File: src/rmmm_pkg.sv
package rmmm_pkg;

    localparam int MAX_LEN_DEF     = 1024;
    localparam int SAMPLE_BITS_DEF = 16;
    localparam int FRAC_BITS_DEF   = 8;
    localparam int MEAN_BITS       = 24;

    typedef struct packed {
        logic full;
        logic empty;
    } t_q_status;

endpackage

File: src/rmmm_front.sv
module rmmm_front
    import rmmm_pkg::*;
#(
    parameter int MAX_LEN     = MAX_LEN_DEF,
    parameter int SAMPLE_BITS = SAMPLE_BITS_DEF,
    parameter int CW          = $clog2(MAX_LEN + 1),
    parameter int SW          = SAMPLE_BITS + CW,
    parameter int RW          = SW + 2 * SAMPLE_BITS + CW + 1
) (
    input  logic                          i_clk,
    input  logic                          i_rst_n,
    input  logic                          i_valid,
    output logic                          o_stall,
    input  logic signed [SAMPLE_BITS-1:0] i_sample,
    input  logic                          i_last_sample,
    input  t_q_status                     i_q_status,
    output logic                          o_push,
    output logic [RW-1:0]                 o_push_data
);

    logic signed [SW-1:0]          r_sum, n_sum;
    logic [CW-1:0]                 r_count, n_count;
    logic signed [SAMPLE_BITS-1:0] r_max, n_max;
    logic signed [SAMPLE_BITS-1:0] r_min, n_min;
    logic                          r_ovf, n_ovf;
    logic                          accept;

    assign o_stall = i_q_status.full;
    assign accept  = i_valid && !o_stall;

    always_comb begin
        if (r_count == '0) begin
            n_max = i_sample;
            n_min = i_sample;
        end else begin
            n_max = (i_sample > r_max) ? i_sample : r_max;
            n_min = (i_sample < r_min) ? i_sample : r_min;
        end
        if (r_count < CW'(MAX_LEN)) begin
            n_sum   = r_sum + SW'(i_sample);
            n_count = r_count + CW'(1);
            n_ovf   = r_ovf;
        end else begin
            n_sum   = r_sum;
            n_count = r_count;
            n_ovf   = 1'b1;
        end
    end

    assign o_push      = accept && i_last_sample;
    assign o_push_data = {n_sum, n_max, n_min, n_count, n_ovf};

    always_ff @(posedge i_clk) begin
        if (!i_rst_n) begin
            r_sum   <= '0;
            r_count <= '0;
            r_max   <= '0;
            r_min   <= '0;
            r_ovf   <= 1'b0;
        end else if (accept) begin
            if (i_last_sample) begin
                r_sum   <= '0;
                r_count <= '0;
                r_max   <= '0;
                r_min   <= '0;
                r_ovf   <= 1'b0;
            end else begin
                r_sum   <= n_sum;
                r_count <= n_count;
                r_max   <= n_max;
                r_min   <= n_min;
                r_ovf   <= n_ovf;
            end
        end
    end

endmodule

File: src/rmmm_queue.sv
module rmmm_queue
    import rmmm_pkg::*;
#(
    parameter int WIDTH = 8
) (
    input  logic             i_clk,
    input  logic             i_rst_n,
    input  logic             i_push,
    input  logic [WIDTH-1:0] i_push_data,
    input  logic             i_pop,
    output logic [WIDTH-1:0] o_pop_data,
    output t_q_status        o_status
);

    logic [WIDTH-1:0] r_data [2];
    logic             r_wptr;
    logic             r_rptr;
    logic [1:0]       r_cnt;
    logic             do_push;
    logic             do_pop;

    assign o_status.full  = (r_cnt == 2'd2);
    assign o_status.empty = (r_cnt == 2'd0);
    assign do_push        = i_push && !o_status.full;
    assign do_pop         = i_pop && !o_status.empty;
    assign o_pop_data     = r_data[r_rptr];

    always_ff @(posedge i_clk) begin
        if (do_push) begin
            r_data[r_wptr] <= i_push_data;
        end
    end

    always_ff @(posedge i_clk) begin
        if (!i_rst_n) begin
            r_wptr <= 1'b0;
            r_rptr <= 1'b0;
            r_cnt  <= 2'd0;
        end else begin
            if (do_push) begin
                r_wptr <= !r_wptr;
            end
            if (do_pop) begin
                r_rptr <= !r_rptr;
            end
            r_cnt <= r_cnt + 2'(do_push) - 2'(do_pop);
        end
    end

endmodule

File: src/rmmm_back.sv
module rmmm_back
    import rmmm_pkg::*;
#(
    parameter int MAX_LEN     = MAX_LEN_DEF,
    parameter int SAMPLE_BITS = SAMPLE_BITS_DEF,
    parameter int FRAC_BITS   = FRAC_BITS_DEF,
    parameter int CW          = $clog2(MAX_LEN + 1),
    parameter int SW          = SAMPLE_BITS + CW,
    parameter int RW          = SW + 2 * SAMPLE_BITS + CW + 1
) (
    input  logic                          i_clk,
    input  logic                          i_rst_n,
    input  t_q_status                     i_q_status,
    output logic                          o_pop,
    input  logic [RW-1:0]                 i_pop_data,
    output logic                          o_valid,
    input  logic                          i_stall,
    output logic signed [MEAN_BITS-1:0]   o_mean_value,
    output logic signed [SAMPLE_BITS-1:0] o_largest,
    output logic signed [SAMPLE_BITS-1:0] o_smallest,
    output logic [CW-1:0]                 o_sample_count,
    output logic                          o_overflowed
);

    localparam int QW = SW + FRAC_BITS;
    localparam int XW = (QW > MEAN_BITS) ? QW + 1 : MEAN_BITS + 1;
    localparam int KW = $clog2(QW);
    localparam logic [XW-1:0] MEAN_LIM = XW'(1) << (MEAN_BITS - 1);

    typedef enum logic [1:0] {
        S_IDLE,
        S_DIV,
        S_DONE
    } t_state;

    t_state                r_state;
    logic [KW-1:0]         r_step;
    logic [CW-1:0]         r_rem;
    logic [QW-1:0]         r_quo;
    logic                  r_neg;

    logic signed [SW-1:0]          in_sum;
    logic signed [SAMPLE_BITS-1:0] in_max;
    logic signed [SAMPLE_BITS-1:0] in_min;
    logic [CW-1:0]                 in_count;
    logic                          in_ovf;
    logic [SW-1:0]                 in_mag;
    logic [CW:0]                   rem_sh;
    logic                          ge;
    logic [CW:0]                   rem_diff;
    logic [XW-1:0]                 q_ext;
    logic [XW-1:0]                 q_sat;
    logic [XW-1:0]                 q_signed;

    assign {in_sum, in_max, in_min, in_count, in_ovf} = i_pop_data;
    assign in_mag = in_sum[SW-1] ? SW'(-in_sum) : SW'(in_sum);
    assign o_pop  = (r_state == S_IDLE) && !i_q_status.empty;

    assign rem_sh   = {r_rem, r_quo[QW-1]};
    assign ge       = rem_sh >= {1'b0, o_sample_count};
    assign rem_diff = rem_sh - {1'b0, o_sample_count};

    always_comb begin
        q_ext = XW'({r_quo[QW-2:0], ge});
        if (r_neg) begin
            q_sat    = (q_ext > MEAN_LIM) ? MEAN_LIM : q_ext;
            q_signed = -q_sat;
        end else begin
            q_sat    = (q_ext >= MEAN_LIM) ? (MEAN_LIM - XW'(1)) : q_ext;
            q_signed = q_sat;
        end
    end

    always_ff @(posedge i_clk) begin
        if (!i_rst_n) begin
            r_state <= S_IDLE;
            o_valid <= 1'b0;
        end else begin
            case (r_state)
                S_IDLE: begin
                    if (!i_q_status.empty) begin
                        r_state        <= S_DIV;
                        r_step         <= KW'(QW - 1);
                        r_rem          <= '0;
                        r_quo          <= QW'(in_mag) << FRAC_BITS;
                        r_neg          <= in_sum[SW-1];
                        o_largest      <= in_max;
                        o_smallest     <= in_min;
                        o_sample_count <= in_count;
                        o_overflowed   <= in_ovf;
                    end
                end
                S_DIV: begin
                    r_rem  <= ge ? rem_diff[CW-1:0] : rem_sh[CW-1:0];
                    r_quo  <= {r_quo[QW-2:0], ge};
                    r_step <= r_step - KW'(1);
                    if (r_step == '0) begin
                        o_mean_value <= q_signed[MEAN_BITS-1:0];
                        o_valid      <= 1'b1;
                        r_state      <= S_DONE;
                    end
                end
                S_DONE: begin
                    if (!i_stall) begin
                        o_valid <= 1'b0;
                        r_state <= S_IDLE;
                    end
                end
                default: begin
                    o_valid <= 1'b0;
                    r_state <= S_IDLE;
                end
            endcase
        end
    end

endmodule

File: src/running_min_max_mean_top.sv
// Results: once the last sample of a run is taken, its sums and extremes pass through the
// run queue to the bit-serial mean divider, which produces the result.
// Throughput: one sample per cycle unless o_stall is high; a two-entry run queue lets the
// accumulator go on taking samples while the divider works; o_stall rises when it is full.
// Reset: synchronous, active low; clears the accumulator, the run queue and the divider.
module running_min_max_mean_top
    import rmmm_pkg::*;
#(
    parameter int MAX_LEN     = MAX_LEN_DEF,
    parameter int SAMPLE_BITS = SAMPLE_BITS_DEF,
    parameter int FRAC_BITS   = FRAC_BITS_DEF,
    parameter int CW          = $clog2(MAX_LEN + 1)
) (
    input  logic                          i_clk,
    input  logic                          i_rst_n,
    input  logic                          i_valid,
    output logic                          o_stall,
    input  logic signed [SAMPLE_BITS-1:0] i_sample,
    input  logic                          i_last_sample,
    output logic                          o_valid,
    input  logic                          i_stall,
    output logic signed [MEAN_BITS-1:0]   o_mean_value,
    output logic signed [SAMPLE_BITS-1:0] o_largest,
    output logic signed [SAMPLE_BITS-1:0] o_smallest,
    output logic [CW-1:0]                 o_sample_count,
    output logic                          o_overflowed
);

    localparam int SW = SAMPLE_BITS + CW;
    localparam int RW = SW + 2 * SAMPLE_BITS + CW + 1;

    t_q_status     q_status;
    logic          push;
    logic [RW-1:0] push_data;
    logic          pop;
    logic [RW-1:0] pop_data;

    rmmm_front #(
        .MAX_LEN     (MAX_LEN),
        .SAMPLE_BITS (SAMPLE_BITS),
        .CW          (CW),
        .SW          (SW),
        .RW          (RW)
    ) u_front (
        .i_clk         (i_clk),
        .i_rst_n       (i_rst_n),
        .i_valid       (i_valid),
        .o_stall       (o_stall),
        .i_sample      (i_sample),
        .i_last_sample (i_last_sample),
        .i_q_status    (q_status),
        .o_push        (push),
        .o_push_data   (push_data)
    );

    rmmm_queue #(
        .WIDTH (RW)
    ) u_queue (
        .i_clk       (i_clk),
        .i_rst_n     (i_rst_n),
        .i_push      (push),
        .i_push_data (push_data),
        .i_pop       (pop),
        .o_pop_data  (pop_data),
        .o_status    (q_status)
    );

    rmmm_back #(
        .MAX_LEN     (MAX_LEN),
        .SAMPLE_BITS (SAMPLE_BITS),
        .FRAC_BITS   (FRAC_BITS),
        .CW          (CW),
        .SW          (SW),
        .RW          (RW)
    ) u_back (
        .i_clk          (i_clk),
        .i_rst_n        (i_rst_n),
        .i_q_status     (q_status),
        .o_pop          (pop),
        .i_pop_data     (pop_data),
        .o_valid        (o_valid),
        .i_stall        (i_stall),
        .o_mean_value   (o_mean_value),
        .o_largest      (o_largest),
        .o_smallest     (o_smallest),
        .o_sample_count (o_sample_count),
        .o_overflowed   (o_overflowed)
    );

endmodule

File: config.mk
export PLATFORM = sky130hd
export DESIGN_NAME = running_min_max_mean_top
export DESIGN_NICKNAME = d
export VERILOG_FILES = /design/src/rmmm_pkg.sv /design/src/rmmm_front.sv /design/src/rmmm_queue.sv /design/src/rmmm_back.sv /design/src/running_min_max_mean_top.sv
export SDC_FILE = /design/constraint.sdc
export NUM_CORES = 1
export LEC_CHECK = 0
export BUFFER_PORTS_ARGS = -buffer_cell sky130_fd_sc_hd__buf_2
export CORE_AREA = 5 5 179 181
export DETAILED_ROUTE_END_ITERATION = 10
export DIE_AREA = 0 0 184 186
export HOLD_SLACK_MARGIN = 0.1
export PLACE_DENSITY = 0.86
export SLEW_MARGIN = 20
export SYNTH_ARGS = -nofsm -noshare
export SYNTH_HDL_FRONTEND = slang
export SYNTH_SLANG_ARGS = --single-unit
File: constraint.sdc
create_clock -name i_clk -period 8.6 [get_ports i_clk]
set_input_delay 1.72 -clock i_clk [delete_from_list [all_inputs] [get_ports i_clk]]
set_output_delay 1.72 -clock i_clk [all_outputs]
set_load 0.02 [all_outputs]
==> qor.csv, run 1 <==
metric,value,unit
synthMuxAreaShare,0.0673,
io_pins,91,
clk_pin_slew_worst_paths,60,ps
grt_max_degree,59,
final_antenna_net_count,0,
diodes,0,
min_period,4480,ps
drc_errors,0,
leakage,6.91,nW
gp_congestion,0.923,
io_buffers,90,
async_reset_ff_frac,0,
viasPerCell,6.11,
synthMostInstantiatedCell,edfxtp_1,
fillers,2247,
synth_area_leaders,"edfxtp_1 46%, dfxtp_1 9.3%, ha_1 5.6%",
cts.htree.levels,2,
top_layer_used,met4,
cp-end-kind,flip-flop,
met1_length,16000,um
syn-cell-area,17000,sq um
synth_top_family_by_area,compound AO/OA/AOI/OAI gates,
grt_pass1_vias,12100,
hold_buffers,0,
ctsResizeCount,0,
worstPathArrival,4720,ps
reg2reg_depth,11,
num_rows,64,
cts_tree,yes,
vdd_drop_max,0.000154,V
drtIter0Drc,1220,
synthCells,1508,
wl_met3,2410,um
grt_overflow,0,
worstSkewPairLatency,540,ps
setup_viol,0,
multiInputGateArea,7050,sq um
cts_max_path_buffers,3,
grt_pass1_wl,62200,um
vias,12300,
drv_slew,0,
final.period_utilization,0.521,
rsz0062_at_grt,false,
yosysSeqAreaShare,0.556,
cp_max_fo,17,
path_cells,buf_2 -> ha_1 -> and3_1 -> and3_1 -> a221o_1 -> a311o_1 -> o31ai_2 -> a31oi_1 -> a31oi_1 -> xor2_1 -> o21ai_1,
drtPass1Iterations,6,
ys_warn_count,0,
cts.sinks,342,
yosys.area.top_type,edfxtp_1,
synthAdderAreaFrac,0.0582,
fin_hold_ws,468,ps
synthXorXnorAreaFrac,0.0334,
synth_compound_gate_area_share,0.130,
detailed_place_hpwl,25500,um
clock-root-buffer,clkbuf_16,
finalNetCount,1683,
worstMarginPinSlew,1090,ps
critPathSlowestCell,ha_1,
hold_depth,2,
syn_avg_cell_area,11.3,sq um
maxCapViolations,0,
routed-wl-met2,18900,um
area_delta_synth_final,11.7,%
antenna_found_initial,0,
die_h,186,um
max_stage_delay,370,ps
worstPathRequired,8840,ps
critPathTopFamily,compound AO/OA/AOI/OAI gates,
worstHoldPathType,flip-flop to flip-flop,
die_w,184,um
finalWirelength,38400,um
die_area,34200,sq um
ys_ff_latch,342,
synthSimpleGateAreaFrac,0.123,
groute.usage.overall,0.223,
critical_path_class,primary input to flip-flop,
r2r-end,u_back.r_quo[30]$_DFFE_PP_,
clock.fmax,223,MHz
finClkSkew,34.1,ps
initial_core_util,0.563,
synth_ff_type,edfxtp_1,
core_area,30300,sq um
post_route_cells_drive_above_1_share,0.164,
cts_setup_buffers,0,
routedWlPerCell,19.1,um
whs_endpoint,u_front.r_sum[18]$_SDFFE_PN0P_,
setup-tns-final,0,ps
slew_headroom,0.271,
synth_fp_nets,1607,
numCtsBuffers,35,
reg2reg_slack,4220,ps
crit_buf_inv,1,
status,finished clean,
synthDistinctLibCells,78,
crit_path_start_kind,primary input,
synth_top_area_frac,0.463,
synth_enable_flop_cells,263,
hp-start,u_front.r_sum[18]$_SDFFE_PN0P_,
powerDensity,270,nW/um^2
regArea,9480,sq um
hold_viol,0,
synth_common_cells,"263 x edfxtp_1, 126 x nand2_1, 123 x nor2_1",
## logic make-up after synthesis
group,count (synthesis)
xor+xnor,65
buf+inv,141
compound gates,344
simple gates,433
fa+ha+maj,78
mux,105
flops,342
## worst register-to-register path: stages, from the launching register on
cell and delay, ps:
dfxtp_4 780, buf_4 660, mux2i_1 580, ha_1 320, o221ai_1 190, nor3b_1 300, and3b_1 260, o2111ai_1 200
or2_2 360, o21ai_0 220, xnor2_1 150, o21ai_0 80
## through the flow
step                      cells  cell area [sq um]   util  setup WS [ps]  power, mW
after detailed placement   1941              17800  0.590           3640       3.63
after floorplan            1508              17000      -           1960       3.27
after CTS                  2005              19000  0.628           4180       5.13
after global placement     1941              17800  0.590           3720       3.56
after global routing       2007              19000  0.629           3840       5.39
final                      2007              19000  0.629           4120       5.13
## cell usage in the layout (no fill, tap or decap), drive strengths merged, types with 11 or more instances in the layout
master / count
mux2: 77
nor2b: 15
nand3: 32
xor2: 23
edfxtp: 263
dfxtp: 79
a22oi: 17
mux2i: 28
xnor2: 42
or3: 11
nand2: 126
inv: 75
nor2: 125
o21ai: 100
a31oi: 11
nand4: 12
buf: 106
ha: 76
a21oi: 88
nor3: 39
a22o: 34
a21o: 19
nand2b: 14
clkbuf: 52
## flip-flops by register name, indices dropped and copies added, names as in the netlist, 2 cells and up, named ones only
name,flops
u_queue.r_data,142
u_back.r_quo,35
u_front.r_sum,27
u_back.o_mean_value,24
u_back.o_largest,16
u_back.o_smallest,16
u_front.r_max,16
u_front.r_min,16
u_back.o_sample_count,11
u_back.r_rem,11
u_front.r_count,11
u_back.r_step,6
u_back.r_state,2
u_queue.r_cnt,2
## area by class of cell
| type | instances | area share |
|---|---|---|
| Sequential cell | 342 | 0.498 |
| Multi-Input combinational cell | 1025 | 0.370 |
| Clock buffer | 52 | 0.0536 |
| Timing Repair Buffer | 106 | 0.0304 |
| Tap cell | 396 | 0.0260 |
| Inverter | 74 | 0.0146 |
| Clock inverter | 12 | 0.00677 |
## power breakdown
part | total [mW] | switching (mW) | internal (mW)
registers | 2.29 | 0.188 | 2.11
clock network | 1.51 | 0.620 | 0.888
logic | 1.33 | 0.819 | 0.512
## layer usage
metal / global-route usage / vias up
li1: - / 5717
met2: 0.388 / 469
met4: 0.0710 / 0
met5: 0 / -
met3: 0.0305 / 84
met1: 0.292 / 5983
## how the worst max path moves through the flow
stage | startpoint | slack [ps] | depth (start not counted) | to
6_report | i_sample[15] | 4120 | 11 | u_queue.r_data[0][69]$_DFFE_PP_
5_1_grt | flip-flop | 3840 | 11 | u_back.r_quo[32]$_DFFE_PP_
4_1_cts | i_sample[15] | 4180 | 11 | u_queue.r_data[1][69]$_DFFE_PP_
3_5_place_dp | i_sample[15] | 3640 | 11 | u_queue.r_data[1][69]$_DFFE_PP_
3_3_place_gp | i_sample[1] | 3720 | 10 | u_front.r_min[1]$_SDFFE_PN0P_
2_1_floorplan | i_rst_n | 1960 | 2 | u_back.o_largest[0]$_DFFE_PP_
(Power assumes the default switching activity.)
==> run 2, diff against run 1 <==
- ABC_AREA: not set -> 1
- CORE_AREA: 5 5 179 181 -> 5 5 187 189
- DIE_AREA: 0 0 184 186 -> 0 0 192 194
- PLACE_DENSITY: 0.86 -> 0.85
- clock period: 8.6 -> 4.4 ns (I/O delays scaled with it)
==> run 2 against run 1 <==
Net effect:
- die area up 8.8%
- routed wire length up 15%
- highest routed layer is now met5
- largest cell class unchanged
- synthesized cell count up 41%
- setup slack worse by 3200 ps
- clock power up 100%
- register-to-register slack worse by 3300 ps
- worst hold slack worse by 16 ps
- global-route usage up 1.1 points
- clock skew down 20 ps
- power up 120%
==> qor.csv, run 2 <==
metric,value,unit,change
status,finished clean,,
rsz0062_at_grt,false,,
cts_tree,yes,,
fillers,2651,,+18%
ctsResizeCount,0,,unchanged
place_area,19400,sq um,+8.7%
drc_errors,0,,unchanged
yosys.area.top_type,edfxtp_1,,
regArea,9480,sq um,about the same
synthMostInstantiatedCell,nand2_1,,
finalNetCount,2295,,+36%
syn-cell-area,18500,sq um,+8.6%
hold_depth,2,,unchanged
synth_enable_flop_cells,263,,unchanged
powerDensity,552,nW/um^2,+100%
final.period_utilization,0.790,,
hold_buffers,0,,unchanged
crit_path_start_kind,flip-flop,,
gp_congestion,0.929,,+0.62%
clock-root-buffer,clkbuf_16,,
synth_area_leaders,"edfxtp_1 43%, nand2_1 12%, dfxtp_1 8.5%",,
cts_setup_buffers,0,,unchanged
synthMuxAreaShare,0.00324,,-0.0641
slew_headroom,0.366,,+0.0956
die_w,192,um,+4.3%
synth_compound_gate_area_share,0.105,,-0.0242
top_regs,"u_queue.r_data: 142 flops, u_back.r_quo: 35 flops, u_front.r_sum: 27 flops",,
grt_overflow,0,,unchanged
die_area,37200,sq um,+8.8%
vias,15100,,+23%
hp-start,u_front.r_ovf$_SDFFE_PN0P_,,
mostFrequentLayoutCells,"577 x nand2_1, 263 x edfxtp_1, 215 x inv_1",,
reg2reg_depth,18,,+7
area_delta_synth_final,11.3,%,
numCtsBuffers,37,,+5.7%
synthXorXnorAreaFrac,0.0241,,-0.00928
setup_viol,0,,unchanged
drv_slew,0,,unchanged
async_reset_ff_frac,0,,unchanged
yosysSeqAreaShare,0.512,,-0.0443
top_register,u_queue.r_data,,
post_route_cells_drive_above_1_share,0.109,,-0.0547
io_buffers,90,,unchanged
antenna_found_initial,1,,+1
cts.sinks,342,,unchanged
grt_pass1_wl,72100,um,+16%
drtIter0Drc,1536,,+26%
synthDistinctLibCells,57,,-27%
cp-end-kind,flip-flop,,
multiInputGateArea,7870,sq um,+12%
maxCapViolations,0,,unchanged
syn_avg_cell_area,8.70,sq um,-23%
initial_core_util,0.559,,-0.00384
postLayoutCoreUtil,0.622,,-0.00673
synth_top_area_frac,0.427,,-0.0369
cp_max_fo,43,,+26
finalWirelength,44100,um,+15%
worstHoldPathType,flip-flop to flip-flop,,
drtPass1Iterations,7,,+1
synth_ff_type,edfxtp_1,,
num_rows,67,,+4.7%
detailed_place_hpwl,30200,um,+18%
synthAdderAreaFrac,0.0535,,-0.00463
synth_fp_nets,2228,,+39%
cts.htree.levels,2,,unchanged
io_pins,91,,unchanged
worstMarginPinSlew,948,ps,-141 ps
core_area,33100,sq um,+9.4%
routedWlPerCell,16.5,um,-14%
synthCells,2129,,+41%
r2r-end,u_back.o_mean_value[18]$_DFFE_PP_,,
min_period,3470,ps,
worstSkewPairLatency,540,ps,about the same
fin_hold_ws,452,ps,-15.8 ps
hold_viol,0,,unchanged
ys_ff_latch,342,,unchanged
clock.fmax,288,MHz,
vdd_drop_max,0.000325,V,+110%
final_antenna_net_count,0,,unchanged
layout.cells.most_common,nand2_1,,
leakage,8.62,nW,+25%
fin_area,20600,sq um,+8.2%
grt_pass1_vias,14400,,+19%
die_h,194,um,+4.3%
reg2reg_slack,930,ps,-3290 ps
synthSimpleGateAreaFrac,0.235,,+0.112
cts_max_path_buffers,3,,unchanged
setup-tns-final,0,ps,unchanged
viasPerCell,5.64,,-7.6%
whs_endpoint,u_front.r_ovf$_SDFFE_PN0P_,,
groute.usage.overall,0.234,,+0.0108
worstPathArrival,3740,ps,-980 ps
ys_warn_count,0,,unchanged
largest_register_ffs,142,,unchanged
critical_path_class,flip-flop to flip-flop,,
grt_max_degree,75,,+27%
diodes,0,,unchanged
synth_common_cells,"577 x nand2_1, 263 x edfxtp_1, 216 x inv_1",,
finClkSkew,13.9,ps,-20.1 ps
r2r-start,u_back.r_quo[34]$_DFFE_PP_,,
clk_pin_slew_worst_paths,60,ps,about the same
synth_top_family_by_area,simple AND/OR/NAND/NOR gates,,
worstPathRequired,4670,ps,-4170 ps
-- run 2: changes by cell type in the layout (fill, tap and decap cells not counted), moves of 16 or more --
cell     previous run  this run
nand2_1           126       577
inv_1              72       215
nand3_1            32       136
mux2_2             77         0
a21oi_1            88       145
a22o_1             34         0
xnor2_1            42        14
and2_1              8        34
nor3_1             37        13
nand4_1            12        35
mux2i_1            28         6
o21ai_1             1        21
nor2_1            121       139
a21o_1             19         3
-- run 2: report_power, final --
group | internal, mW | switching (mW) | leakage, nW
clock network | 1.81 | 1.26 | 0.584
registers | 4.30 | 0.406 | 3.08
logic | 1.10 | 2.48 | 4.96
-- run 2: how the worst max path moves through the flow --
stage                               start                                end  cells after the start
3_5_place_dp                 i_sample[15]      u_front.r_min[7]$_SDFFE_PN0P_                     12
4_1_cts        u_back.r_quo[34]$_DFFE_PP_  u_back.o_mean_value[18]$_DFFE_PP_                     18
2_1_floorplan                     i_valid     u_queue.r_data[0][0]$_DFFE_PP_                      4
6_report       u_back.r_quo[34]$_DFFE_PP_  u_back.o_mean_value[18]$_DFFE_PP_                     18
3_3_place_gp                 i_sample[15]      u_front.r_min[8]$_SDFFE_PN0P_                     12
5_1_grt        u_back.r_quo[34]$_DFFE_PP_   u_back.o_mean_value[6]$_DFFE_PP_                     16
-- run 2: worst max-delay path, cell delays in order, from the launching register on --
cell	delay (ps)
edfxtp_1	450
inv_1	80
ha_1	210
fa_1	430
nor2_2	150
nor2_2	70
a21oi_2	130
nor2_2	90
nand2_2	80
nand2_4	270
nand2_1	200
ha_1	240
inv_1	120
a21oi_4	160
nand2_2	130
nor2_2	160
nand3b_1	80
nand3_1	80
nand2_1	70
-- run 2: cell type report --
type | count | area share
tap | 448 | 0.0272
inverter | 225 | 0.0410
multi-input combinational | 1479 | 0.382
sequential | 342 | 0.460
timing repair buffer | 111 | 0.0313
clock inverter | 17 | 0.00887
clock buffer | 51 | 0.0494
-- run 2: per-layer routing --
metal	track usage	vias to the layer above	part of all wire
met5	0	-	0.00029
met4	0.0782	2	0.030
met3	0.0328	105	0.071
met2	0.387	565	0.47
met1	0.319	7109	0.43
li1	-	7296	-
-- run 2: per-stage QoR --
stage	power [mW]	instances	worst slack (ps)
finish	11.4	2673	926
global placement	8.12	2605	1020
floorplan	7.28	2129	-364
detailed placement	8.27	2605	904
CTS	11.4	2673	943
global route	12.0	2673	667
-- run 2: cells by family after synthesis --
kind of cell / after synthesis
muxes: 6
xor gates and xnor gates: 51
adders and majority gates: 78
buffers and inverters: 308
and+or+nand+nor: 1004
AOI/OAI and AO/OA: 340
DFF: 342
